==> src/pfba_pkg.sv <==
// ----------------------------------------------------------------------------
// Paged fixed block allocator package
// Shared widths, request and result types, action and status codes, and the
// sequencer state type.
// ----------------------------------------------------------------------------
package pfba_pkg;

  // Fixed field widths.
  localparam int ADDR_W = 10;
  localparam int ACT_W  = 2;
  localparam int STAT_W = 2;
  localparam int CFG_W  = 7;
  localparam int CNT_W  = 7;

  localparam logic [CNT_W-1:0] CNT_MAX   = 7'h7F;
  localparam logic [CFG_W-1:0] CFG_RESET = 7'd64;

  // Default geometry for the top level parameters.
  localparam int DEF_UNITS_PER_PAGE = 64;
  localparam int DEF_MAX_PAGES      = 16;

  // Request codes.
  typedef enum logic [ACT_W-1:0] {
    ACT_ALLOC = 2'd0,
    ACT_FREE  = 2'd1,
    ACT_CLEAR = 2'd2,
    ACT_NONE  = 2'd3
  } action_e;

  // Result status codes.
  localparam logic [STAT_W-1:0] ST_DONE     = 2'd0;
  localparam logic [STAT_W-1:0] ST_NO_SPACE = 2'd1;
  localparam logic [STAT_W-1:0] ST_BAD_ADDR = 2'd2;

  typedef struct packed {
    logic [ACT_W-1:0]  action;
    logic [ADDR_W-1:0] unit_address;
  } in_item_t;

  typedef struct packed {
    logic [STAT_W-1:0] status;
    logic [ADDR_W-1:0] granted_address;
  } out_item_t;

  // Result of the address divider.
  typedef struct packed {
    logic              done;
    logic [ADDR_W-1:0] quotient;
    logic [CFG_W-1:0]  remainder;
  } div_res_t;

  // Request sequencer states.
  typedef enum logic [2:0] {
    S_IDLE,
    S_DIV,
    S_FREE_WB,
    S_INIT,
    S_ALLOC_RD,
    S_ALLOC_LINK,
    S_ALLOC_WB
  } state_e;

endpackage

==> src/pfba_page_store.sv <==
// ----------------------------------------------------------------------------
// Page table store
// Per-page free-list head and free count in a synchronous memory, plus one
// flag per page that marks a nonzero count and finds the newest such page.
// ----------------------------------------------------------------------------
module pfba_page_store
  import pfba_pkg::*;
#(
  parameter int MAX_PAGES = DEF_MAX_PAGES,
  parameter int PAGE_W    = 4,
  parameter int SLOT_W    = 6
) (
  input  logic              clk,
  input  logic              rst_n,
  input  logic              rd_en,
  input  logic [PAGE_W-1:0] rd_page,
  output logic [SLOT_W-1:0] rd_head,
  output logic [CNT_W-1:0]  rd_count,
  input  logic              wr_en,
  input  logic [PAGE_W-1:0] wr_page,
  input  logic [SLOT_W-1:0] wr_head,
  input  logic [CNT_W-1:0]  wr_count,
  output logic              any_free,
  output logic [PAGE_W-1:0] newest_free
);

  logic [SLOT_W+CNT_W-1:0] mem [MAX_PAGES];
  logic [SLOT_W+CNT_W-1:0] rd_data_r;
  logic [MAX_PAGES-1:0]    free_r;

  // Page memory: one write port, one registered read port.
  always_ff @(posedge clk) begin
    if (wr_en) begin
      mem[wr_page] <= {wr_head, wr_count};
    end
    if (rd_en) begin
      rd_data_r <= mem[rd_page];
    end
  end

  assign rd_head  = rd_data_r[SLOT_W+CNT_W-1:CNT_W];
  assign rd_count = rd_data_r[CNT_W-1:0];

  // Free flags follow every count write. Pages never opened keep a clear flag.
  always_ff @(posedge clk) begin
    if (!rst_n) begin
      free_r <= '0;
    end else if (wr_en) begin
      free_r[wr_page] <= (wr_count != '0);
    end
  end

  // Priority pick of the highest numbered page that still has free units.
  always_comb begin
    newest_free = '0;
    for (int i = 0; i < MAX_PAGES; i++) begin
      if (free_r[i]) begin
        newest_free = PAGE_W'(i);
      end
    end
  end

  assign any_free = |free_r;

endmodule

==> config.mk <==
export PLATFORM = sky130hd
export DESIGN_NAME = pfba_page_store
export DESIGN_NICKNAME = d
export VERILOG_FILES = /design/src/pfba_pkg.sv /design/src/pfba_page_store.sv
export SDC_FILE = /design/constraint.sdc
export NUM_CORES = 1
export LEC_CHECK = 0
export BUFFER_PORTS_ARGS = -buffer_cell sky130_fd_sc_hd__buf_2
export CAP_MARGIN = 25
export CORE_MARGIN = 2
export CORE_UTILIZATION = 55
export DETAILED_ROUTE_END_ITERATION = 6
export GPL_ROUTABILITY_DRIVEN = 0
export PLACE_DENSITY = 0.75
export RECOVER_POWER = 100
export SETUP_SLACK_MARGIN = 0.2
export SLEW_MARGIN = 25
export SYNTH_ARGS = -nofsm -noshare
export SYNTH_HDL_FRONTEND = slang
export SYNTH_SLANG_ARGS = --single-unit
==> constraint.sdc <==
create_clock -name clk -period 1.65 [get_ports clk]
set_clock_uncertainty 0.1 [all_clocks]
set_input_delay 0 -clock clk [delete_from_list [all_inputs] [get_ports clk]]
set_output_delay 0 -clock clk [all_outputs]
set_load 0.02 [all_outputs]
# --- After elaboration in Yosys (flattened, before gate mapping) ---
# Memories as Yosys holds them, arrays and structs flattened. A register that Yosys moved wholly into a read port is not among the register bits.
# Cells that the tools add are included.
totals:
  regBits: 16
  ram_bits: 208
  wordCells: 27
  n_memories: 1
mem_list:
  columns: ["name", "depth", "word_bits", "read_ports", "rd_clocked_by_memory_dff", "write_ports", "line_no", "text"]
  rows:
  - ["mem", 16, 13, 1, 1, 1, "pfba_page_store.sv:27", "logic [SLOT_W+CNT_W-1:0] mem [MAX_PAGES];"]
op_classes:
  order_cmp: 2
  muxes: 20
  reduce_logical: 3
op_table:
  columns: ["operator", "n"]
  rows:
  - ["$mux 4", 14]
  - ["$bwmux 16", 1]
  - ["$reduce_or 16->1", 1]
  - ["$reduce_bool 7->1", 1]
  - ["$lt 4x5->1 const B", 1]
  - ["$demux 1 s4", 1]
  - ["$ge 4x1->1 const B", 1]
  - ["$mux 1", 4]
  - ["$logic_and 1x1->1", 1]

# --- Logic depth before layout (Yosys ltp) ---
# Gate-level depths: netlist of the first run.
logic_depth:
  word_depth: 15
  mapped_depth: 5
  mapped_depth_nobuf: 4

# --- Worst setup path before layout of the first run ---
# Ideal clock, no wire load.
synth_path:
  path_type: "input-to-reg"
  start: "input wr_page[3]"
  end: "register free_r[4]"
  setup_ns: 0.091
  arrival_time_ns: 1.554
  required_time_ns: 1.459
  setup_slack_ns: -0.095
  cell_stages: 4
  n_path_buf: 0
  path_cell_list: "nand3b_1 nor3_1 nor2_1 a311oi_1"
synth_between:
  elab_chain_cells: 5
  elab_cells_between_ends: 6
synth_lines:
  columns: ["element", "line_no", "text"]
  rows:
  - ["from (decl)", "pfba_page_store.sv:20", "input logic [PAGE_W-1:0] wr_page,"]
  - ["$lt 4x5->1 (implied by the code) or $ge 4x1->1 (tied branches)", "pfba_page_store.sv:49", "free_r[wr_page] <= (wr_count != '0);"]
  - ["$logic_and 1x1->1 (implied by the code)", "pfba_page_store.sv:49", null]
  - ["$mux 1 (implied by the code)", "pfba_page_store.sv:49", null]
  - ["$demux 1 s4 *", "pfba_page_store.sv:49", null]
  - ["$bwmux 16 *", "pfba_page_store.sv:49", null]
  - ["to (signal, indexed assignment)", "pfba_page_store.sv:49", null]
  - ["to (decl)", "pfba_page_store.sv:29", "logic [MAX_PAGES-1:0] free_r;"]
# Every way passes the cells marked *; elsewhere a longest branch is shown, timed or not.
# A chain may end at the register's enable or synchronous reset.

# --- Worst setup path in the final report of the first run ---
layout_path:
  start: "register free_r[2]"
  end: "output newest_free[0]"
layout_between:
  elab_chain_cells: 14
layout_lines:
  columns: ["element", "line_no", "text"]
  rows:
  - ["$mux 4 (14 in series)", "pfba_page_store.sv:57", "if (free_r[i]) begin"]
  - ["to (decl)", "pfba_page_store.sv:24", "output logic [PAGE_W-1:0] newest_free"]
# No other way between the ends.

==> results.sh, run 1 <==
export IMPL_status="complete, but fails checks"
export IMPL_violations="setup timing"
export IMPL_required_ps=1550
export IMPL_wirelength_um=20100
export IMPL_netlist_area_um2=9180
export IMPL_start_util=0.557
export IMPL_setup_viol=3
export IMPL_cts_buffers=23
export IMPL_worst_pin_slew_ps=1050
export IMPL_placed_area_um2=9850
export IMPL_setup_worst_path_start_class="register"
export IMPL_cp_max_fo=4
export IMPL_drc=0
export IMPL_layout_common_cells="221 x edfxtp_1, 44 x mux4_2, 39 x clkbuf_1"
export IMPL_num_io_pins=43
export IMPL_peakVddDrop_v=0.000829
export IMPL_clkTransAtPathRegs_ps=60
export IMPL_area_growth_pct=15.4
export IMPL_root_buffer="clkbuf_16"
export IMPL_synth_nets=462
export IMPL_hold_path_class="input port to register"
export IMPL_synth_seq_cells=237
export IMPL_max_freq_ghz=0.555
export IMPL_die_width_um=133
export IMPL_viasPerCell=6.15
export IMPL_ys_flop_type="edfxtp_1"
export IMPL_die_h_um=133
export IMPL_power_leakage_nw=3.45
export IMPL_whs_path_depth=4
export IMPL_p_per_area_nw_per_um2=1160
export IMPL_grt_antenna_before_repair=0
export IMPL_min_period_ps=1800
export IMPL_synth_edff_count=221
export IMPL_slew_headroom=0.298
export IMPL_r2r_cells=3
export IMPL_die_area_um2=17700
export IMPL_core_area_um2=16500
export IMPL_drt_first_pass_iters=4
export IMPL_post_drt_wl_per_cell_um=26.0
export IMPL_drive_above_1_share=0.261
export IMPL_track_usage=0.239
export IMPL_ant_nets=0
export IMPL_antenna_cells=0
export IMPL_grt_max_degree=30
export IMPL_final_period_utilization=1.09
export IMPL_nets=565
export IMPL_dp_hpwl_um=11700
export IMPL_synth_cell_type_count=31
export IMPL_clock_sinks=237
export IMPL_insertion_delay_ps=510
export IMPL_hold_violations=0
export IMPL_netlist_instances=437
export IMPL_final_cell_area_um2=10600
export IMPL_cts_tree="done"
export IMPL_path_class="register to primary output"
export IMPL_mostFrequentLayoutCell="edfxtp_1"
export IMPL_yosysSeqAreaShare=0.758
export IMPL_htreeDepth=1
export IMPL_slew_violations=0
export IMPL_rows=47
export IMPL_maxCapViolCount=0
export IMPL_portBuffers=42
export IMPL_fillers=1135
export IMPL_crit_arrival_ps=1700
export IMPL_place_ws_ps=-1.12
export IMPL_grt_setup_unrepaired="yes"
export IMPL_grt_pass1_vias=4884
export IMPL_yosysWarningCount=0
export IMPL_setup_ws_ps=-152
export IMPL_gr_total_overflow=0
export IMPL_async_flop_share=0
export IMPL_clk_path_buf_depth=3
export IMPL_drt_initial_drc_count=571
export IMPL_avgSynthCellArea_um2=21.0
export IMPL_worstSetupEndpointType="primary output"
export IMPL_grt_pass1_wl_um=30400
export IMPL_vias=4776
layout make-up:
type                            count  area [um^2]  area share
Inverter                            4         15.0     0.00142
Multi-Input combinational cell    177         2030       0.192
Sequential cell                   237         6970       0.658
Tap cell                          220          275      0.0260
Timing Repair Buffer               97          623      0.0588
Clock buffer                       33          643      0.0607
Clock inverter                      8         37.5     0.00354
layer usage:
layer / up-vias / track usage / routed length (um)
li1: 2049 / - / -
met1: 2470 / 0.345 / 8120
met2: 219 / 0.386 / 9870
met3: 38 / 0.0445 / 1730
met4: 0 / 0.0609 / 423
met5: - / 0 / 0
kinds of logic (layout without fill, tap and decap cells):
family | after synthesis | in the layout | share of synthesized area
AOI/OAI and AO/OA | 51 | 51 | 0.0431
muxes | 52 | 52 | 0.139
buffers and inverters | 23 | 142 | 0.0220
and+or+nand+nor | 74 | 74 | 0.0378
DFF | 237 | 237 | 0.758
cell usage after synthesis (5+ instances only):
cell type | instances | share of area
a22oi_1 | 26 | 0.021
a311oi_1 | 15 | 0.014
buf_6 | 6 | 0.0074
clkbuf_1 | 6 | 0.0025
clkbuf_8 | 7 | 0.010
dfxtp_1 | 16 | 0.035
edfxtp_1 | 221 | 0.72
mux4_1 | 28 | 0.080
mux4_2 | 24 | 0.059
nand2_1 | 18 | 0.0074
nor2_1 | 33 | 0.013
nor3_1 | 5 | 0.0027
worst paths after layout:
kind / start / to / slack (ps)
min: rd_page[3] / rd_data_r[1] / 60
max reg2reg: mem[9][1] / rd_data_r[1] / 120
max: free_r[2] / newest_free[0] / -150
min reg2reg: free_r[0] / free_r[0] / 410
critical path, stage by stage (launching register included):
cell and delay [ps]:
dfxtp_2 330, inv_1 50, a21oi_1 70, o311a_1 310
o41ai_2 240, buf_4 200
what timing repair did:
item | 4_1_cts | 5_1_grt
hold endpoints to repair | 263 | 0
endpoints found under the setup margin | 18 | 19
pin swaps | 23 | 10
setup buffers | 0 | 0
gates resized for setup | 41 | 19
hold buffers | 20 | 0
flip-flops by register name, summed over array words and instances, names as in the netlist:
name / cells
mem: 208
free_r: 16
rd_data_r: 13
metrics by stage:
step,total power (W),TNS (ps),util,hold WS (ps),instances
6_report,0.0123,-274,0.643,60.3,776
5_1_grt,0.0127,-958,0.643,62.2,776
4_1_cts,0.0124,-346,0.654,27.1,776
3_5_place_dp,0.00760,-1.12,0.598,176,715
3_3_place_gp,0.00757,0,0.598,170,715
2_1_floorplan,0.00731,0,-,-1.13,437
report_power, final:
part / internal (W) / total [W] / switching, W
combinational: 0.000313 / 0.000759 / 0.000447
clock: 0.00270 / 0.00480 / 0.00210
sequential: 0.00672 / 0.00677 / 0.0000521
total: 0.00973 / 0.0123 / 0.00260
Power figures use the tool's default switching activity.
==> run 2, diff against run 1 <==
--- a/config.mk
+++ b/config.mk
@@ -12,7 +12,7 @@
 export DETAILED_ROUTE_END_ITERATION = 6
 export GPL_ROUTABILITY_DRIVEN = 0
 export PLACE_DENSITY = 0.75
-export RECOVER_POWER = 100
+export RECOVER_POWER = 25
 export SETUP_SLACK_MARGIN = 0.2
 export SLEW_MARGIN = 25
 export SYNTH_ARGS = -nofsm -noshare
==> results.sh, run 2 (synthesis results as in run 1) <==
export IMPL_hold_path_end="free_r[4]"
export IMPL_grt_antenna_before_repair=0
export IMPL_p_int_w=0.00977
export IMPL_num_io_pins=43
export IMPL_portBuffers=42
export IMPL_top_register="mem"
export IMPL_nets=565
export IMPL_drc=0
export IMPL_p_per_area_nw_per_um2=1150
export IMPL_largestRegisters="mem (208), free_r (16), rd_data_r (13)"
export IMPL_whs_path_depth=4
export IMPL_regToRegSetupSlack_ps=120
export IMPL_slew_headroom=0.297
export IMPL_post_cts_setup_buffer_count=0
export IMPL_max_freq_ghz=0.556
export IMPL_top_layer="met4"
export IMPL_start_util=0.557
export IMPL_min_period_ps=1800
export IMPL_p_clk_frac=0.388
export IMPL_htreeDepth=1
export IMPL_peakVddDrop_v=0.000830
export IMPL_critPathSlowestCell="dfxtp_2"
export IMPL_setup_worst_path_start_class="register"
export IMPL_area_growth_pct=17.9
export IMPL_worstHoldStart="wr_count[2]"
export IMPL_power_leakage_nw=3.56
export IMPL_crit_family="compound AO/OA/AOI/OAI gates"
export IMPL_die_width_um=133
export IMPL_die_h_um=133
export IMPL_antenna_cells=0
export IMPL_wl_met2_um=9840
export IMPL_layout_common_cells="221 x edfxtp_1, 44 x mux4_2, 32 x nor2_1"
export IMPL_clkTransAtPathRegs_ps=60
export IMPL_maxCapViolCount=0
export IMPL_path_class="register to primary output"
export IMPL_die_area_um2=17700
export IMPL_hold_path_class="input port to register"
export IMPL_largest_register_ff_count=208
export IMPL_clock_sinks=237
export IMPL_ant_nets=0
export IMPL_place_inst=715
export IMPL_setup_ws_ps=-149
export IMPL_drt_initial_drc_count=567
export IMPL_track_usage=0.239
export IMPL_place_ws_ps=-1.12
export IMPL_grt_pass1_vias=4884
export IMPL_crit_arrival_ps=1700
export IMPL_utilization=0.657
export IMPL_mostFrequentLayoutCell="edfxtp_1"
export IMPL_worst_pin_slew_ps=1050
export IMPL_p_switching_w=0.00262
export IMPL_rows=47
export IMPL_worstSetupEndpointType="primary output"
export IMPL_crit_chain="inv_1 > a21oi_1 > o311a_1 > o41ai_2 > buf_4"
export IMPL_violations="setup timing"
export IMPL_r2r_cells=3
export IMPL_insertion_delay_ps=510
export IMPL_drt_first_pass_iters=4
export IMPL_cts_tree="done"
export IMPL_viasPerCell=6.16
export IMPL_vias=4783
export IMPL_status="complete, but fails checks"
export IMPL_share_comb_of_total_power=0.065
export IMPL_slew_violations=0
export IMPL_hold_violations=0
export IMPL_drive_above_1_share=0.336
export IMPL_core_area_um2=16500
export IMPL_setup_viol=3
export IMPL_fin_cells=776
export IMPL_cp_max_fo=4
export IMPL_dp_hpwl_um=11700
export IMPL_grt_setup_unrepaired="yes"
export IMPL_wirelength_um=20200
export IMPL_fillers=1089
export IMPL_root_buffer="clkbuf_16"
export IMPL_finalSetupTns_ps=-270
export IMPL_whs_ps=43.0
export IMPL_regToRegEndpoint="rd_data_r[1]"
export IMPL_gr_total_overflow=0
export IMPL_reg2reg_from="mem[9][1]"
export IMPL_max_stage_delay_ps=330
export IMPL_routed_wl_met3_um=1770
export IMPL_cts_buffers=23
export IMPL_p_seq_frac=0.547
export IMPL_p_sw_frac=0.212
export IMPL_grt_max_degree=30
export IMPL_wl_met1_um=8110
export IMPL_clk_path_buf_depth=3
export IMPL_final_period_utilization=1.09
export IMPL_post_drt_wl_per_cell_um=26.0
export IMPL_grt_pass1_wl_um=30400
export IMPL_required_ps=1550
export IMPL_timing_critical_path_buf_inv=2
==> run 2: changes by cell type in the layout (fill, tap and decap cells not counted), moves of 13 or more <==
cell      change
clkbuf_1     -24
buf_4        +22
clkbuf_2     -20
buf_2        +17
a22oi_1      -13
a22oi_2      +13
==> run 2: cell type report <==
type	instances	area, um^2	share of cell area
clock buffers	33	643	0.0594
clock inverters	8	37.5	0.00347
multi-input cells	177	2120	0.196
flip-flops and latches	237	6970	0.644
well taps	220	275	0.0254
repair buffers	97	762	0.0704
inverters	4	15.0	0.00139
==> run 2: power groups by stage <==
stage               combinational [W]  clock [W]  sequential [W]
global placement             0.000691          0         0.00688
CTS                          0.000794    0.00487         0.00677
global route                 0.000866    0.00513         0.00678
floorplan                    0.000398          0         0.00691
detailed placement           0.000710          0         0.00689
finish                       0.000811    0.00481         0.00677
==> run 2: how the worst max path moves through the flow <==
stage,start,to,cells after the start
final,free_r[2],newest_free[0],5
after global routing,free_r[2],newest_free[1],5
after detailed placement,rd_page[0],rd_data_r[3],5
after global placement,rd_page[0],rd_data_r[5],5
after CTS,free_r[2],newest_free[0],5
after floorplan,wr_page[2],free_r[1],4
==> run 2: through the flow <==
| stage | area [um^2] | power [W] |
|---|---|---|
| 2_1_floorplan | 9200 | 0.00731 |
| 3_3_place_gp | 9850 | 0.00757 |
| 3_5_place_dp | 9850 | 0.00760 |
| 4_1_cts | 10800 | 0.0124 |
| 5_1_grt | 10800 | 0.0128 |
| 6_report | 10800 | 0.0124 |
==> run 2: repair_timing <==
item                                    in CTS  in global routing
resized for setup                           41                 19
hold buffers                                20                  0
endpoints found under the setup margin      18                 19
pin swaps                                   23                 10
hold endpoints to repair                   263                  0
==> run 2: per-layer routing <==
layer / global-route usage / vias to the layer above
met3: 0.0445 / 40
met5: 0 / -
met1: 0.345 / 2457
met2: 0.386 / 237
li1: - / 2049
met4: 0.0609 / 0
==> run 2: worst register-to-register path, stage by stage, from the launching register on <==
cell and delay [ps]:
edfxtp_1 430, mux4_2 500, a22oi_2 170, nand2_1 90
