File: src/pfba_pkg.sv
// ----------------------------------------------------------------------------
// Paged fixed block allocator package
// Shared widths, request and result types, action and status codes, and the
// sequencer state type.
// ----------------------------------------------------------------------------
package pfba_pkg;

  // Fixed field widths.
  localparam int ADDR_W = 10;
  localparam int ACT_W  = 2;
  localparam int STAT_W = 2;
  localparam int CFG_W  = 7;
  localparam int CNT_W  = 7;

  localparam logic [CNT_W-1:0] CNT_MAX   = 7'h7F;
  localparam logic [CFG_W-1:0] CFG_RESET = 7'd64;

  // Default geometry for the top level parameters.
  localparam int DEF_UNITS_PER_PAGE = 64;
  localparam int DEF_MAX_PAGES      = 16;

  // Request codes.
  typedef enum logic [ACT_W-1:0] {
    ACT_ALLOC = 2'd0,
    ACT_FREE  = 2'd1,
    ACT_CLEAR = 2'd2,
    ACT_NONE  = 2'd3
  } action_e;

  // Result status codes.
  localparam logic [STAT_W-1:0] ST_DONE     = 2'd0;
  localparam logic [STAT_W-1:0] ST_NO_SPACE = 2'd1;
  localparam logic [STAT_W-1:0] ST_BAD_ADDR = 2'd2;

  typedef struct packed {
    logic [ACT_W-1:0]  action;
    logic [ADDR_W-1:0] unit_address;
  } in_item_t;

  typedef struct packed {
    logic [STAT_W-1:0] status;
    logic [ADDR_W-1:0] granted_address;
  } out_item_t;

  // Result of the address divider.
  typedef struct packed {
    logic              done;
    logic [ADDR_W-1:0] quotient;
    logic [CFG_W-1:0]  remainder;
  } div_res_t;

  // Request sequencer states.
  typedef enum logic [2:0] {
    S_IDLE,
    S_DIV,
    S_FREE_WB,
    S_INIT,
    S_ALLOC_RD,
    S_ALLOC_LINK,
    S_ALLOC_WB
  } state_e;

endpackage

File: src/pfba_div.sv
// ----------------------------------------------------------------------------
// Address divider
// Restoring divider that splits a unit address into page and slot, one
// quotient bit per cycle.
// ----------------------------------------------------------------------------
module pfba_div
  import pfba_pkg::*;
(
  input  logic              clk,
  input  logic              rst_n,
  input  logic              start,
  input  logic [ADDR_W-1:0] dividend,
  input  logic [CFG_W-1:0]  divisor,
  output div_res_t          res
);

  localparam int ITER_W = $clog2(ADDR_W + 1);

  logic              run_r, run_nxt;
  logic              done_r, done_nxt;
  logic [ITER_W-1:0] cnt_r, cnt_nxt;
  logic [ADDR_W-1:0] quo_r, quo_nxt;
  logic [CFG_W-1:0]  rem_r, rem_nxt;
  logic [CFG_W-1:0]  dvs_r, dvs_nxt;
  logic [CFG_W:0]    shifted;
  logic [CFG_W:0]    trial;
  logic              fits;

  // One restoring step: bring down the next dividend bit and try a subtract.
  assign shifted = {rem_r, quo_r[ADDR_W-1]};
  assign trial   = shifted - {1'b0, dvs_r};
  assign fits    = (shifted >= {1'b0, dvs_r});

  always_comb begin
    run_nxt  = run_r;
    done_nxt = 1'b0;
    cnt_nxt  = cnt_r;
    quo_nxt  = quo_r;
    rem_nxt  = rem_r;
    dvs_nxt  = dvs_r;
    if (start) begin
      run_nxt = 1'b1;
      cnt_nxt = ITER_W'(ADDR_W - 1);
      quo_nxt = dividend;
      rem_nxt = '0;
      dvs_nxt = divisor;
    end else if (run_r) begin
      quo_nxt = {quo_r[ADDR_W-2:0], fits};
      rem_nxt = fits ? trial[CFG_W-1:0] : shifted[CFG_W-1:0];
      cnt_nxt = cnt_r - ITER_W'(1);
      if (cnt_r == '0) begin
        run_nxt  = 1'b0;
        done_nxt = 1'b1;
      end
    end
  end

  // Control state is reset; the datapath is not.
  always_ff @(posedge clk) begin
    if (!rst_n) begin
      run_r  <= 1'b0;
      done_r <= 1'b0;
    end else begin
      run_r  <= run_nxt;
      done_r <= done_nxt;
    end
  end

  always_ff @(posedge clk) begin
    cnt_r <= cnt_nxt;
    quo_r <= quo_nxt;
    rem_r <= rem_nxt;
    dvs_r <= dvs_nxt;
  end

  assign res.done      = done_r;
  assign res.quotient  = quo_r;
  assign res.remainder = rem_r;

endmodule

File: config.mk
export PLATFORM = sky130hd
export DESIGN_NAME = pfba_div
export DESIGN_NICKNAME = d
export VERILOG_FILES = /design/src/pfba_pkg.sv /design/src/pfba_div.sv
export SDC_FILE = /design/constraint.sdc
export NUM_CORES = 1
export LEC_CHECK = 0
export CAP_MARGIN = 20
export CELL_PAD_IN_SITES_DETAIL_PLACEMENT = 0
export CELL_PAD_IN_SITES_GLOBAL_PLACEMENT = 1
export CORE_AREA = 2 2 58 71
export CTS_CLUSTER_DIAMETER = 80
export CTS_CLUSTER_SIZE = 8
export DETAILED_ROUTE_END_ITERATION = 10
export DIE_AREA = 0 0 60 73
export DONT_BUFFER_PORTS = 1
export PLACE_DENSITY = 0.75
export SETUP_SLACK_MARGIN = 0.5
export SLEW_MARGIN = 30
export SYNTH_ARGS = -nofsm -noshare
export SYNTH_HDL_FRONTEND = slang
export SYNTH_SLANG_ARGS = --single-unit
File: constraint.sdc
create_clock -name clk -period 2.5 [get_ports clk]
set_input_delay 0.25 -clock clk [delete_from_list [all_inputs] [get_ports clk]]
set_output_delay 0.25 -clock clk [all_outputs]
set_load 0.01 [all_outputs]
* Word level (Yosys, flattened, before mapping)
Index checks and enable logic that the tools add are counted.
** Cells by class
- Add/sub/neg operators :: 2
- $mul :: 0
- Divide/modulo/power cells :: 0
- $lt $le $gt $ge :: 1
- Eq/ne operators :: 0
- Shift-type cells :: 0
- Multiplexer cells :: 7
- Bitwise gates (word level) :: 2
- Reduce and logical (&&, ||, !) cells :: 3
** Operator list (count)
- $mux W10 :: 2
- $ge A8 B7 Y1 :: 1
- $mux W7 :: 1
- $sub A7 B7 Y7 :: 1
- $logic_not A4 Y1 :: 1
- $mux W1 :: 4
- $sub A4 B1 Y4 const B :: 1
- $reduce_or A3 Y1 :: 1
- $not A1 Y1 :: 2
- $reduce_bool A2 Y1 :: 1
** Storage, ports and cells
- Register bits :: 30
- Bits in latches :: 0
- RAM bits :: 0
- ROM bits :: 0
- Bits of input ports :: 20
- Output and inout port bits :: 18
- Word-level logic and storage cells :: 21
- Memories kept :: 0

* Longest topological paths before layout
Gate-level depths: netlist (run 1).
- Depth in word-level cells :: 4
- Depth in mapped cells :: 9

* Worst setup path before layout (run 1)
Ideal clock, no wire load.
- Path type :: flip-flop to flip-flop
- Start point :: register quo_r[9]
- End point :: register rem_r[0]
- Data arrival time :: 2.145 ns
- Data required time :: 2.412 ns
- Slack :: 0.267 ns
- Cell stages (with the launch flop) :: 10
- Path through :: edfxtp_1 -> inv_1 -> ha_1 -> fa_1 -> nand2b_1 -> a211o_1 -> buf_6 -> and3_1 -> buf_6 -> a311oi_2
** On the way
- Cells in the longest elaborated chain, start to end :: 2
** RTL lines
- start: declaration :: RTL line pfba_div.sv:22 : logic [ADDR_W-1:0] quo_r, quo_nxt;
- start signal: assignment :: RTL line pfba_div.sv:71 : quo_r <= quo_nxt;
- $sub A7 B7 Y7 / $ge A8 B7 Y1 (equally long branches) :: RTL line pfba_div.sv:31, pfba_div.sv:32
- $mux W7 * :: RTL line pfba_div.sv:49 : rem_nxt = fits ? trial[CFG_W-1:0] : shifted[CFG_W-1:0];
- end signal: assignment :: RTL line pfba_div.sv:72 : rem_r <= rem_nxt;
- end: declaration :: RTL line pfba_div.sv:23 : logic [CFG_W-1:0] rem_r, rem_nxt;
Every way passes the cells marked *; elsewhere a longest branch is shown, timed or not.
A chain may end at the register's enable or synchronous reset.

* Final worst setup path (run 1)
- Start point :: register quo_r[9]
- End point :: register rem_r[2]
The elaborated chain is that of the path after synthesis.

==> results.cfg, run 1 <==
[status]
status = completed

[power]
swShare_pct = 26.2
p_leak_nw = 0.725
power_density_nw_per_um2 = 677
power.switching_w = 0.000344
p_comb_share_pct = 16.9
ir_drop_mv = 0.412
p_int_w = 0.000970
p_clk_share_pct = 36.6
seq_power_share_pct = 46.5

[cts]
cts-htree-levels = 2
cts_num_sinks = 30
cts_made_buffers = 5
clockBufferDepth = 2
clk_pin_slew_worst_paths_ns = 0.07
cts_root_buf = clkbuf_8
cts_tree = yes
clkLatencyLatePin_ns = 0.29

[drt]
drtIter0Drc = 63
drc_errors = 0
antenna_left = 0
wl_per_cell_um = 14.6
dr.pass1.iters = 4
drt_wl_total_um = 3210
avgViaCountPerCell = 5.42
via_count = 1193

[grt]
overflow = 0
grt_max_degree = 39
grt_pass1_vias = 1188
antenna_found_initial = 0
grtUsageTotal_pct = 16.0
grt_pass1_wl_um = 5180

[setup_path]
r2r_cells = 7
critPathMaxFanout = 6
cp-end-kind = flip-flop
crit_chain = inv_2 > ha_4 > fa_2 > nand2b_4 > a211o_4 > and3_4 > a311oi_2
required_ns = 2.70
crit_arrival_ns = 2.24
crit_type = flip-flop to flip-flop
critPathMaxStageDelay_ns = 0.42
start_kind = flip-flop
cp_slowest_cell = edfxtp_1

[job]
maxCapViolCount = 0

[hold_path]
min_path_cells = 1
hold_path.class = input port to flip-flop

[timing]
setup_violations = 0
relSlewSlack_pct = 74.4
post-route-min-period_ns = 2.04
rsz0062_at_grt = yes
fin_skew_ns = 0.0110
finalCritPeriodShare_pct = 81.7
report.final.hold_viol_count = 0
worst_pin_slew_ns = 0.374
finalSetupTns_ns = 0
max_freq_ghz = 0.490
finalWorstSetupSlack_ns = 0.458
maxSlewViolCount = 0
hold_ws_ns = 0.0428

[finish]
fin_nets = 194
most-common-layout-cells = edfxtp_1 (17), nor2_1 (14), dfxtp_1 (13), inv_1 (12)
syn_to_final_growth_pct = 12.9
stdcell_area_um2 = 1940
n_antenna_cell = 0
drive_gt1_share_pct = 25.3
final_common_cell = edfxtp_1

[place]
gp_congestion = 0.820
io_buffers = 0
post-dp-hpwl_um = 2290
placed_area_um2 = 1760
place_ws_ns = 0.377

[die]
num_rows = 25
die-area_um2 = 4380
ios = 38
core-area_um2 = 3780
die_h_um = 73
die_w_um = 60
start_util_pct = 45.4

[synthesis]
syn_nets = 189
ys_seq_area_share_pct = 44.8
synth_seq_cells = 30
ys_types = 46
synth_area_per_cell_um2 = 10.7
ys.warnings.count = 0
postSynthCellCount = 160
synth.cell_area_um2 = 1720
-- Yosys cell counts (all sizes together) --
| cell type | count | area (um2) |
|---|---|---|
| edfxtp | 17 | 510 |
| nor2 | 14 | 52.6 |
| dfxtp | 13 | 260 |
| inv | 13 | 48.8 |
| mux2 | 9 | 101 |
| nand2 | 9 | 33.8 |
| nand2b | 9 | 56.3 |
| ha | 8 | 100 |
| buf | 6 | 46.3 |
| a211oi | 5 | 50.1 |
| a41oi | 4 | 35.0 |
| clkbuf | 4 | 15.0 |
| nor3b | 4 | 30.0 |
| xnor2 | 4 | 35.0 |
| a21o | 3 | 22.5 |
| nand3b | 3 | 22.5 |
| o21ai | 3 | 15.0 |
| a21oi | 2 | 10.0 |
| a311oi | 2 | 30.0 |
| a31oi | 2 | 12.5 |
| nand4 | 2 | 12.5 |
| o21bai | 2 | 15.0 |
| o31ai | 2 | 25.0 |
| or2 | 2 | 12.5 |
| xor2 | 2 | 17.5 |
| a2111oi | 1 | 8.76 |
| a211o | 1 | 8.76 |
| a31o | 1 | 8.76 |
| and3 | 1 | 6.26 |
| fa | 1 | 20.0 |
| mux2i | 1 | 10.0 |
| nand3 | 1 | 10.0 |
| nor2b | 1 | 6.26 |
| nor4b | 1 | 8.76 |
| nor4bb | 1 | 10.0 |
| o2111ai | 1 | 8.76 |
| o211ai | 1 | 7.51 |
| o221ai | 1 | 8.76 |
| or2b | 1 | 7.51 |
| or3b | 1 | 8.76 |
| or4b | 1 | 10.0 |
-- metrics by stage --
| step | instances | util, % | power, W |
|---|---|---|---|
| 2_1_floorplan | 160 | - | 0.000790 |
| 3_3_place_gp | 205 | 46.5 | 0.000818 |
| 3_5_place_dp | 205 | 46.5 | 0.000824 |
| 4_1_cts | 218 | 50.7 | 0.00132 |
| 5_1_grt | 220 | 51.3 | 0.00137 |
| 6_report | 220 | 51.3 | 0.00131 |
-- layout make-up --
| cell class | count | area [um2] |
|---|---|---|
| fillers | 347 | 1840 |
| clock inverters | 3 | 40.0 |
| multi-input cells | 108 | 892 |
| clock buffers | 5 | 68.8 |
| flip-flops and latches | 30 | 771 |
| inverters | 13 | 48.8 |
| well taps | 54 | 67.6 |
| repair buffers | 7 | 52.6 |
-- what timing repair did --
| item | in CTS | in global routing |
|---|---|---|
| gates cloned | 1 | 0 |
| hold endpoints to repair | 0 | 0 |
| buffers inserted | 4 | 2 |
| pin swaps | 3 | 4 |
| setup endpoints to repair | 8 | 8 |
| hold buffers | 0 | 0 |
| gates resized for setup | 1 | 3 |
-- logic make-up after synthesis --
group	Yosys count	share of synthesized area (%)
AND/OR/NAND/NOR	51	16.7
AO/OA/AOI/OAI	31	15.5
flip-flops	30	44.8
buffers and inverters	23	6.40
multiplexers	10	6.48
adder cells (fa/ha/maj)	9	6.99
XOR/XNOR	6	3.06
-- power by group through the flow --
stage / registers (W) / logic [W] / clock network (W)
floorplan: 0.000612 / 0.000179 / 0
global placement: 0.000622 / 0.000196 / 0
detailed placement: 0.000622 / 0.000201 / 0
CTS: 0.000612 / 0.000215 / 0.000495
global route: 0.000618 / 0.000246 / 0.000509
finish: 0.000611 / 0.000222 / 0.000481
-- path summary, 6_finish.rpt --
| check | start | endpoint | slack [ns] |
|---|---|---|---|
| worst max-delay path | quo_r[9]$_DFFE_PP_ | rem_r[2]$_SDFFE_PP0P_ | 0.46 |
| worst min-delay path | start | cnt_r[1]$_SDFFE_PP0P_ | 0.04 |
| worst min register to register | cnt_r[1]$_SDFFE_PP0P_ | cnt_r[1]$_SDFFE_PP0P_ | 0.51 |
| worst max register to register | quo_r[9]$_DFFE_PP_ | rem_r[2]$_SDFFE_PP0P_ | 0.46 |
-- worst max-delay path, delay by kind of cell (launching register included) --
family / cells / cell delay [ns]
buffers and inverters: 1 / 0.07
and+or+nand+nor: 2 / 0.38
adders and majority gates: 2 / 0.50
DFF: 1 / 0.42
AOI/OAI and AO/OA: 2 / 0.59
-- state kept, by name, summed over array words and instances, names as in the netlist --
name    cells
cnt_r       4
quo_r      10
dvs_r       7
run_r       1
rem_r       7
done_r      1
-- metal layers --
layer	wire, um	track usage [%]	up-vias
met5	0	0	-
met4	76	8.40	0
met3	247	6.56	7
met2	1600	25.4	40
met1	1290	18.2	556
li1	-	-	590
Note: power is estimated with default switching activity, not from simulation.
==> inputs of run 2 (changes only) <==
--- a/config.mk
+++ b/config.mk
@@ -8,13 +8,13 @@
 export CAP_MARGIN = 20
 export CELL_PAD_IN_SITES_DETAIL_PLACEMENT = 0
 export CELL_PAD_IN_SITES_GLOBAL_PLACEMENT = 1
-export CORE_AREA = 2 2 58 71
+export CORE_AREA = 2 2 61 75
 export CTS_CLUSTER_DIAMETER = 80
 export CTS_CLUSTER_SIZE = 8
 export DETAILED_ROUTE_END_ITERATION = 10
-export DIE_AREA = 0 0 60 73
+export DIE_AREA = 0 0 63 77
 export DONT_BUFFER_PORTS = 1
-export PLACE_DENSITY = 0.75
+export PLACE_DENSITY = 0.71
 export SETUP_SLACK_MARGIN = 0.5
 export SLEW_MARGIN = 30
 export SYNTH_ARGS = -nofsm -noshare
==> constraint.sdc (replaced) <==
create_clock -name clk -period 1.8 [get_ports clk]
set_input_delay 0.18 -clock clk [delete_from_list [all_inputs] [get_ports clk]]
set_output_delay 0.18 -clock clk [all_outputs]
set_load 0.01 [all_outputs]
==> run 2 against run 1 <==
Net effect: the flow now finishes with violations (negative setup slack); via count up 7.2%; fmax grew 4.1%; count of clock-buffer cells in the layout is the same; clock power rose by 7.5%; largest cell class unchanged; largest power group unchanged; highest routed layer unchanged.
==> results.cfg, run 2 (same netlist as run 1, synthesis figures left out) <==
[status]
status = finished, violations left
violations = negative setup slack

[grt]
overflow = 0
grt_pass1_vias = 1372
grtUsageTotal_pct = 16.9
grt_pass1_wl_um = 6360
antenna_found_initial = 0
grt_max_degree = 33

[setup_path]
required_ns = 2.00
start_kind = flip-flop
reg2reg_setup_slack_ns = -0.16
critPathMaxFanout = 6
crit_arrival_ns = 2.16
cp-end-kind = flip-flop
crit_type = flip-flop to flip-flop

[finish]
syn_to_final_growth_pct = 25.6
fin_nets = 218
drive_gt1_share_pct = 30.5
ff_latch_area_um2 = 771
n_antenna_cell = 0
most-common-layout-cells = buf_4 (20), edfxtp_1 (17), nor2_1 (14), dfxtp_1 (13), inv_1 (12)
nFillCells = 396
largest_reg_flops = 10
final_common_cell = buf_4
top_regs = quo_r x10, dvs_r x7, rem_r x7
utilization_pct = 52.3
multi_input_area_um2 = 913
top_register = quo_r

[place]
gp_congestion = 0.810
place_ws_ns = -0.165
post-dp-hpwl_um = 2580
io_buffers = 0

[die]
ios = 38
start_util_pct = 41.6
core-area_um2 = 4130
die_w_um = 63
die-area_um2 = 4850
num_rows = 26
die_h_um = 77

[timing]
post-route-min-period_ns = 1.96
finalCritPeriodShare_pct = 109
fin_skew_ns = 0.00538
relSlewSlack_pct = 72.6
hold_ws_ns = 0.0256
report.final.hold_viol_count = 0
max_freq_ghz = 0.510
maxSlewViolCount = 0
finalWorstSetupSlack_ns = -0.161
rsz0062_at_grt = yes
worst_pin_slew_ns = 0.400
setup_violations = 8

[cts]
clkLatencyLatePin_ns = 0.29
cts_root_buf = clkbuf_8
clk_pin_slew_worst_paths_ns = 0.07
cts-htree-levels = 2
cts_num_sinks = 30
clockBufferDepth = 2
cts_tree = yes
cts_made_buffers = 5

[drt]
antenna_left = 0
via_count = 1279
dr.pass1.iters = 4
drc_errors = 0
wl_per_cell_um = 15.6
drtIter0Drc = 34
drt_wl_total_um = 3840
avgViaCountPerCell = 5.20

[hold_path]
hold_path.class = input port to flip-flop

[power]
ir_drop_mv = 0.518
power_density_nw_per_um2 = 801
p_leak_nw = 0.828
totalPowerFinal_w = 0.00173

[job]
maxCapViolCount = 0
[run 2: cell count changes in the layout (fill, tap and decap cells not counted), sizes merged]
cell,delta
buf,+14
clkinvlp,+1
bufinv,-1
a211o,-1
dlygate4sd3,+11
[run 2: layout make-up]
class,instances,share of cell area [%]
Multi-Input combinational cell,107,42.3
Sequential cell,30,35.7
Timing Repair Buffer,32,12.6
Tap cell,56,3.24
Clock buffer,5,3.19
Inverter,13,2.26
Clock inverter,3,0.753
[run 2: final timing paths]
| kind | startpoint | endpoint | cells past startpoint |
|---|---|---|---|
| worst max register to register | dvs_r[0]$_DFFE_PP_ | rem_r[2]$_SDFFE_PP0P_ | 6 |
| worst min register to register | cnt_r[1]$_SDFFE_PP0P_ | cnt_r[1]$_SDFFE_PP0P_ | 2 |
| worst max-delay path | dvs_r[0]$_DFFE_PP_ | rem_r[2]$_SDFFE_PP0P_ | 6 |
| worst min-delay path | rst_n | run_r$_SDFF_PN0_ | 1 |
[run 2: what timing repair did]
action / 4_1_cts / 5_1_grt
gates resized for setup: 4 / 4
setup buffers: 0 / 1
setup endpoints to repair: 8 / 8
hold buffers: 10 / 1
hold endpoints to repair: 14 / 3
pin swaps: 3 / 1
[run 2: worst max-delay path, stage by stage, from the launching register on]
cell      delay [ns]
edfxtp_1        0.41
ha_4            0.18
fa_2            0.34
nand2b_4        0.15
a211o_1         0.30
and3_4          0.24
a311oi_2        0.25
[run 2: metal layers]
layer	track usage, %	routed length (um)
met1	19.0	1570
met2	29.7	1980
met3	4.99	205
met4	6.67	80
met5	0	0
[run 2: power breakdown]
part	internal, W	total, W	leakage [nW]	switching, W
clock network	0.000264	0.000517	0.0416	0.000254
logic	0.000190	0.000377	0.511	0.000187
registers	0.000790	0.000835	0.276	0.0000454
[run 2: stage by stage]
step	area (um2)	setup TNS, ns	cells
final	2160	-0.907	246
after global routing	2160	-1.55	246
after CTS	2120	-0.917	244
after detailed placement	1910	-0.965	226
after global placement	1910	-0.710	226
after floorplan	1750	-1.60	160
==> inputs of run 3 (changes only) <==
--- a/config.mk
+++ b/config.mk
@@ -6,13 +6,13 @@
 export NUM_CORES = 1
 export LEC_CHECK = 0
 export CAP_MARGIN = 20
-export CELL_PAD_IN_SITES_DETAIL_PLACEMENT = 0
-export CELL_PAD_IN_SITES_GLOBAL_PLACEMENT = 1
-export CORE_AREA = 2 2 61 75
+export CELL_PAD_IN_SITES_DETAIL_PLACEMENT = 1
+export CELL_PAD_IN_SITES_GLOBAL_PLACEMENT = 2
+export CORE_AREA = 2 2 67 82
 export CTS_CLUSTER_DIAMETER = 80
 export CTS_CLUSTER_SIZE = 8
 export DETAILED_ROUTE_END_ITERATION = 10
-export DIE_AREA = 0 0 63 77
+export DIE_AREA = 0 0 69 84
 export DONT_BUFFER_PORTS = 1
 export PLACE_DENSITY = 0.71
 export SETUP_SLACK_MARGIN = 0.5
==> run 3 against run 2 <==
Net effect: the run still ends with negative setup slack left; setup slack lost 0.025 ns; first-iteration DRC count shrank 38%; non-clock buffer count is 3 lower; fmax fell by 1.2%; final area up 1.1%; critical path type unchanged; largest cell class unchanged.
==> results.cfg, run 3 (same netlist as run 1, synthesis figures left out) <==
[status]
status = finished, violations left
violations = negative setup slack

[place]
gp_congestion = 0.795
post-dp-hpwl_um = 2920
dp_cells = 231
io_buffers = 0
place_ws_ns = -0.190

[cts]
clk_pin_slew_worst_paths_ns = 0.07
clockBufferDepth = 2
cts_root_buf = clkbuf_8
cts_tree = yes
clkLatencyLatePin_ns = 0.28
cts-htree-levels = 2
cts_num_sinks = 30
cts_made_buffers = 5

[setup_path]
crit_chain = ha_4 > fa_2 > nand2b_4 > a211o_1 > and3_4 > a311oi_2
required_ns = 1.99
reg2reg_from = dvs_r[0]$_DFFE_PP_
timing.rr.end = rem_r[0]$_SDFFE_PP0P_
crit_family = compound AO/OA/AOI/OAI gates
crit_type = flip-flop to flip-flop
start_kind = flip-flop
cp_slowest_cell = edfxtp_1
r2r_cells = 6
critPathBufInv = 0
crit_arrival_ns = 2.18
critPathMaxStageDelay_ns = 0.42
reg2reg_setup_slack_ns = -0.19
cp-end-kind = flip-flop
critPathMaxFanout = 6

[timing]
worst_pin_slew_ns = 0.377
rsz0062_at_grt = yes
fin_skew_ns = 0.00689
post-route-min-period_ns = 1.99
report.final.hold_viol_count = 0
setup_violations = 8
finalCritPeriodShare_pct = 110
finalSetupTns_ns = -1.06
max_freq_ghz = 0.504
maxSlewViolCount = 0
hold_ws_ns = 0.0246
relSlewSlack_pct = 74.2
finalWorstSetupSlack_ns = -0.186

[drt]
drt_wl_total_um = 4170
drtIter0Drc = 21
antenna_left = 0
wl_per_cell_um = 16.8
via_count = 1292
dr.pass1.iters = 4
drc_errors = 0
avgViaCountPerCell = 5.19

[grt]
overflow = 0
grtUsageTotal_pct = 15.5
grt_max_degree = 32
grt_pass1_vias = 1457
grt_pass1_wl_um = 7050
antenna_found_initial = 0

[finish]
syn_to_final_growth_pct = 27.0
final_common_cell = buf_4
ff_latch_area_um2 = 771
n_antenna_cell = 0
drive_gt1_share_pct = 32.1
largest_reg_flops = 10
top_register = quo_r
fin_nets = 215
top_regs = quo_r x10, dvs_r x7, rem_r x7
most-common-layout-cells = buf_4 (18), edfxtp_1 (17), nor2_1 (14), dfxtp_1 (13), inv_1 (12)
nFillCells = 601
multi_input_area_um2 = 938
fin_cells = 249

[die]
die_h_um = 84
die-area_um2 = 5800
core-area_um2 = 5080
ios = 38
die_w_um = 69
num_rows = 29
start_util_pct = 33.8

[hold_path]
min_to = dvs_r[6]$_DFFE_PP_
hold_path.class = input port to flip-flop
min_path_cells = 0
hold_start = start

[job]
maxCapViolCount = 0

[power]
ir_drop_mv = 0.441
power_density_nw_per_um2 = 820
p_clk_share_pct = 31.5
swShare_pct = 28.0
p_leak_nw = 0.830
p_comb_share_pct = 21.8
p_int_w = 0.00129
power.switching_w = 0.000500
totalPowerFinal_w = 0.00179
seq_power_share_pct = 46.7
[run 3: changes by cell type in the layout (fill, tap and decap cells not counted), sizes merged]
cell         delta
clkinv          -1
clkinvlp        -1
dlygate4sd3     -2
clkbuf          +2
buf             -1
[run 3: power groups by stage]
stage | sequential, W | clock [W] | combinational, W
detailed placement | 0.000850 | 0 | 0.000353
finish | 0.000836 | 0.000563 | 0.000390
floorplan | 0.000850 | 0 | 0.000249
global placement | 0.000849 | 0 | 0.000342
global route | 0.000845 | 0.000614 | 0.000431
CTS | 0.000837 | 0.000595 | 0.000391
[run 3: worst max-delay path by stage]
stage                                   from                    end  cells after the start
after global routing      dvs_r[0]$_DFFE_PP_  rem_r[0]$_SDFFE_PP0P_                      6
after global placement    dvs_r[0]$_DFFE_PP_  rem_r[3]$_SDFFE_PP0P_                      7
final                     dvs_r[0]$_DFFE_PP_  rem_r[0]$_SDFFE_PP0P_                      6
after floorplan           quo_r[9]$_DFFE_PP_  rem_r[0]$_SDFFE_PP0P_                      9
after detailed placement  dvs_r[0]$_DFFE_PP_  rem_r[3]$_SDFFE_PP0P_                      7
after CTS                 dvs_r[0]$_DFFE_PP_  rem_r[0]$_SDFFE_PP0P_                      6
[run 3: routing by layer]
layer  vias to the layer above  GRT usage, %  part of all wire (%)
met2                        33          28.8                    55
li1                        626             -                     -
met3                         7          4.35                   4.5
met4                         0          6.06                   1.9
met1                       626          16.2                    39
met5                         -             0                     0
[run 3: stage by stage]
step / utilization (%) / instance area (um2)
global placement: 37.8 / 1920
global route: 43.0 / 2180
detailed placement: 37.8 / 1920
floorplan: - / 1750
finish: 43.0 / 2180
CTS: 42.5 / 2160
[run 3: layout make-up]
type	count	share of cell area [%]
multi-input combinational	107	43.0
clock buffer	7	3.95
tap	62	3.55
timing repair buffer	29	11.7
inverter	13	2.23
clock inverter	1	0.229
sequential	30	35.3
[run 3: what timing repair did]
| action | in CTS | in global routing |
|---|---|---|
| endpoints found under the hold margin | 15 | 0 |
| setup buffers | 1 | 0 |
| hold buffers | 9 | 0 |
| gates resized for setup | 8 | 4 |
| pin swaps | 2 | 2 |
| endpoints found under the setup margin | 8 | 9 |
